[config.mk]
export PLATFORM = sky130hd
export DESIGN_NAME = segint_cell
export DESIGN_NICKNAME = d
export VERILOG_FILES = /design/src/rtl/segint_pkg.sv /design/src/rtl/segint_cell.sv
export SDC_FILE = /design/constraint.sdc
export NUM_CORES = 1
export LEC_CHECK = 0
export ABC_AREA = 1
export BUFFER_PORTS_ARGS = -buffer_cell sky130_fd_sc_hd__buf_2
export CAP_MARGIN = 5
export CORE_AREA = 8 8 258 260
export DETAILED_ROUTE_END_ITERATION = 10
export DIE_AREA = 0 0 266 268
export PLACE_DENSITY = 0.5
export SYNTH_ARGS = -nofsm -noshare
export SYNTH_HDL_FRONTEND = slang
export SYNTH_SLANG_ARGS = --single-unit
[constraint.sdc]
create_clock -name i_clk -period 17.7 [get_ports i_clk]
set_input_delay 1.77 -clock i_clk [delete_from_list [all_inputs] [get_ports i_clk]]
set_output_delay 1.77 -clock i_clk [all_outputs]
set_load 0.05 [all_outputs]
[src/rtl/segint_pkg.sv]
`timescale 1ns / 1ps
// ----------------------------------------------------------------------------
// segint_pkg
// Shared defaults, result codes and bounds for the segment intersection block.
// ----------------------------------------------------------------------------
package segint_pkg;

    localparam int COORD_BITS_DEF = 16;
    localparam int FRAC_BITS_DEF  = 16;

    localparam logic [31:0] PT_MAX = 32'h7FFF_FFFF;
    localparam logic [31:0] PT_MIN = 32'h8000_0000;

    typedef enum logic [2:0] {
        OUT_CROSS   = 3'd0,
        OUT_OUTSIDE = 3'd1,
        OUT_TOUCH   = 3'd2,
        OUT_OVERLAP = 3'd3,
        OUT_NONE    = 3'd4
    } t_outcome;

endpackage

[src/rtl/segint_cell.sv]
`timescale 1ns / 1ps
// ----------------------------------------------------------------------------
// segint_cell
// One restoring division step for the x and y lanes, with pass-through of the
// divisor and the result sideband.
// ----------------------------------------------------------------------------
module segint_cell
    import segint_pkg::*;
#(
    parameter int COORD_BITS = COORD_BITS_DEF,
    parameter int FRAC_BITS  = FRAC_BITS_DEF
) (
    input  logic                                   i_clk,
    input  logic                                   i_rst_n,
    input  logic                                   i_valid,
    output logic                                   o_ready,
    output logic                                   o_valid,
    input  logic                                   i_ready,
    input  logic [2*COORD_BITS+1:0]                i_den,
    input  logic [1:0][2*COORD_BITS+1:0]           i_rem,
    input  logic [1:0][COORD_BITS+FRAC_BITS:0]     i_sr,
    input  logic [1:0][COORD_BITS+FRAC_BITS:0]     i_q,
    input  logic [2*COORD_BITS+68:0]               i_side,
    output logic [2*COORD_BITS+1:0]                o_den,
    output logic [1:0][2*COORD_BITS+1:0]           o_rem,
    output logic [1:0][COORD_BITS+FRAC_BITS:0]     o_sr,
    output logic [1:0][COORD_BITS+FRAC_BITS:0]     o_q,
    output logic [2*COORD_BITS+68:0]               o_side
);

    localparam int DW  = 2*COORD_BITS+2;
    localparam int SRW = COORD_BITS+1+FRAC_BITS;

    logic                    r_valid;
    logic [DW-1:0]           r_den;
    logic [1:0][DW-1:0]      r_rem;
    logic [1:0][SRW-1:0]     r_sr;
    logic [1:0][SRW-1:0]     r_q;
    logic [2*COORD_BITS+68:0] r_side;

    logic [1:0][DW-1:0]      n_rem;
    logic [1:0][SRW-1:0]     n_sr;
    logic [1:0][SRW-1:0]     n_q;

    logic [DW:0]             trial [2];
    logic [1:0]              ge;

    assign o_ready = !r_valid | i_ready;

    always_comb begin
        for (int l = 0; l < 2; l++) begin
            trial[l] = {i_rem[l], i_sr[l][SRW-1]};
            ge[l]    = trial[l] >= {1'b0, i_den};
            n_rem[l] = ge[l] ? DW'(trial[l] - {1'b0, i_den}) : DW'(trial[l]);
            n_sr[l]  = i_sr[l] << 1;
            n_q[l]   = {i_q[l][SRW-2:0], ge[l]};
        end
    end

    always_ff @(posedge i_clk) begin
        if (!i_rst_n) begin
            r_valid <= 1'b0;
        end else if (o_ready) begin
            r_valid <= i_valid;
        end
    end

    always_ff @(posedge i_clk) begin
        if (o_ready) begin
            r_den  <= i_den;
            r_rem  <= n_rem;
            r_sr   <= n_sr;
            r_q    <= n_q;
            r_side <= i_side;
        end
    end

    assign o_valid = r_valid;
    assign o_den   = r_den;
    assign o_rem   = r_rem;
    assign o_sr    = r_sr;
    assign o_q     = r_q;
    assign o_side  = r_side;

endmodule

==> run metrics <==
CTS Sinks 334; Nets 2,705; Yosys top cell by area edfxtp_1; multiplexer area fraction after synthesis 0%; # H-tree levels 2; hold-fix buffer count after cts 0; Synth Register Bits 334; I/O Buffers 671; WHS 1.21 ns; I/O pin total 676; Final Hold Violating Endpoints 0; Fmax achieved 210 MHz; Hold Crit Class flip-flop to flip-flop; Slew @ Worst Pin 0.915 ns; hold path cells 1; largest net degree at the start of global routing 154; Crit path required time 15.93 ns; clk root buf clkbuf_16; HP Start o_valid$_SDFFE_PN0P_; YS warnings 0; final setup vio count 0; asr flop ratio synth 0%; PD cells 112 mW/mm^2; Reg-to-Reg End o_den[31]$_DFFE_PP_; status completed; DRT Pass-1 Iters 5; post-route DRC violation count 0; first-pass GRT wire length 107,000 um; Synth Area in XOR/XNOR 1.96%; Max Slew Vio Count 0; Critical Path Source Type input port; GRT overflow 0; row count 92; DRT antenna net count 0; sequential share of the synthesized area 62.4%; CP Class input port to output pin; post_cts resized 0; Reg2Reg Depth 2; dominant cells by area after synthesis edfxtp_1 62%, nand2_1 13%, ha_1 5.3%, inv_1 5.0%, nor2_1 2.6%; fraction of the mapped netlist area in adder cells 5.55%; vias in the first global route 14,600; GRT Resource Usage Total 20.9%; final period utilization 26.9%; Chip Height 268 um; setup_tns 0 ns; initial antenna violation count 37; Final Critical Period 4.77 ns; Post-Synth Simple-Gate Area 20.9%; routability cong. 0.956; via count 14,000; CORE AREA 0.0624 mm^2; RSZ-0062 raised after global routing no; latest clock arrival within the worst-skew pair 0.55 ns; Critical Path Sink Type output pin; distinct cell type count after synthesis 32; Compound-Gate Fraction of Synth Area 2.74%; CTS tree done; vias per inst 4.40; initial core utilization 25.7%; clock slew at the register clock pins of the worst setup and hold paths 0.06 ns; overall routed net length 77,900 um; Layout Skew 0.0129 ns; Num CTS Buffers 40; count leader, synth nand2_1; maxcap violations 0; P&R area growth vs syn 34.7%; CTS Buffer Depth 3; die outline area 0.0713 mm^2; largest family of logic cells by synthesized area simple AND/OR/NAND/NOR gates; initial DRC count 979; Post-Syn Area 0.0160 mm^2; Power Total 0.00243 W; Synth top area share 62.3%; die width 266 um; routed wire length per instance 24.5 um; Leak 10.6 nW; DP HPWL 66,000 um; share of cells above drive strength 1 33.8%; top cells by count, synth 576 x nand2_1, 333 x edfxtp_1, 213 x inv_1; worst-path maximum fanout 56; Worst VDD drop 0.0000637 V; Post-synth EDFFs 333; Worst Setup SP i_ready; CP arrival 3.00 ns; R2R Setup Slk 15.42 ns; Synth Instances 1,593; max_slew headroom 39.0%; average size of a mapped cell 10.1 um^2; Post-CTS Setup Inserts 0; reg2reg start o_valid$_SDFFE_PN0P_; fillcell total 6,553; Worst Hold Path EP o_side[6]$_DFFE_PP_; Post-synth top flop edfxtp_1
logic make-up after synthesis:
family          count (synthesis)
simple gates                  817
other cells                     1
flops                         334
fa+ha+maj                      70
compound gates                 84
xor+xnor                       36
buf+inv                       251
metal layers:
| layer | up-vias | global-route usage [%] | share of wire, % |
|---|---|---|---|
| met5 | - | 0 | 0.33 |
| met4 | 40 | 6.70 | 3.4 |
| met3 | 133 | 7.61 | 8.5 |
| met2 | 513 | 38.9 | 52 |
| met1 | 6668 | 21.8 | 36 |
| li1 | 6613 | - | - |
placed cells by master (no fill, tap or decap), types with 5 or more instances in the layout:
cell type  count
diode_2        5
o21ai_0       24
inv_1        213
xor2_1        32
nor3_1        14
nand2_2       17
edfxtp_1     333
ha_1          68
buf_2        671
clkinv_1       7
inv_2         22
nand3b_1      12
nand2_1      575
clkbuf_16     40
nor2_2         6
clkbuf_1       8
nor2_1       110
nand4_1        8
nand3_1       66
a21oi_1       53
final cells by class:
| cell class | count | area, um^2 | area share [%] |
|---|---|---|---|
| tap | 846 | 1060 | 4.90 |
| timing repair buffer | 674 | 3390 | 15.7 |
| sequential | 334 | 10000 | 46.3 |
| antenna | 5 | 12.5 | 0.0579 |
| multi-input combinational | 1009 | 5010 | 23.2 |
| clock buffer | 48 | 1030 | 4.77 |
| clock inverter | 21 | 200 | 0.926 |
| inverter | 237 | 897 | 4.15 |
power breakdown:
part           internal (W)  switching (W)
Sequential         0.000959      0.0000193
Combinational      0.000145       0.000503
Clock              0.000459       0.000340
Total               0.00156       0.000863
worst max-delay path, stage by stage:
cell,delay (ns)
buf_2,0.08
inv_1,0.05
nand2_4,0.63
buf_2,0.41
registers in the layout, summed over array words and instances (netlist names):
| signal | count |
|---|---|
| o_side | 101 |
| o_rem | 68 |
| o_q | 66 |
| o_sr | 64 |
| o_den | 34 |
| o_valid | 1 |
worst max path at each step:
stage | end | slack, ns | depth (start not counted)
floorplan | o_ready | 6.81 | 2
global placement | o_rem[42]$_DFFE_PP_ | 12.78 | 12
detailed placement | o_rem[42]$_DFFE_PP_ | 12.85 | 12
CTS | o_ready | 12.93 | 4
global route | o_ready | 12.86 | 4
finish | o_ready | 12.93 | 4
stage by stage:
| stage | cells | setup WS [ns] | area (um^2) | utilization, % |
|---|---|---|---|---|
| after global routing | 3171 | 12.86 | 21600 | 34.6 |
| after CTS | 3169 | 12.93 | 21600 | 34.6 |
| after global placement | 3100 | 12.78 | 20400 | 32.7 |
| final | 3174 | 12.93 | 21600 | 34.7 |
| after floorplan | 1594 | 6.81 | 16100 | - |
| after detailed placement | 3100 | 12.85 | 20400 | 32.7 |
Note: power is estimated with default switching activity, not from simulation.
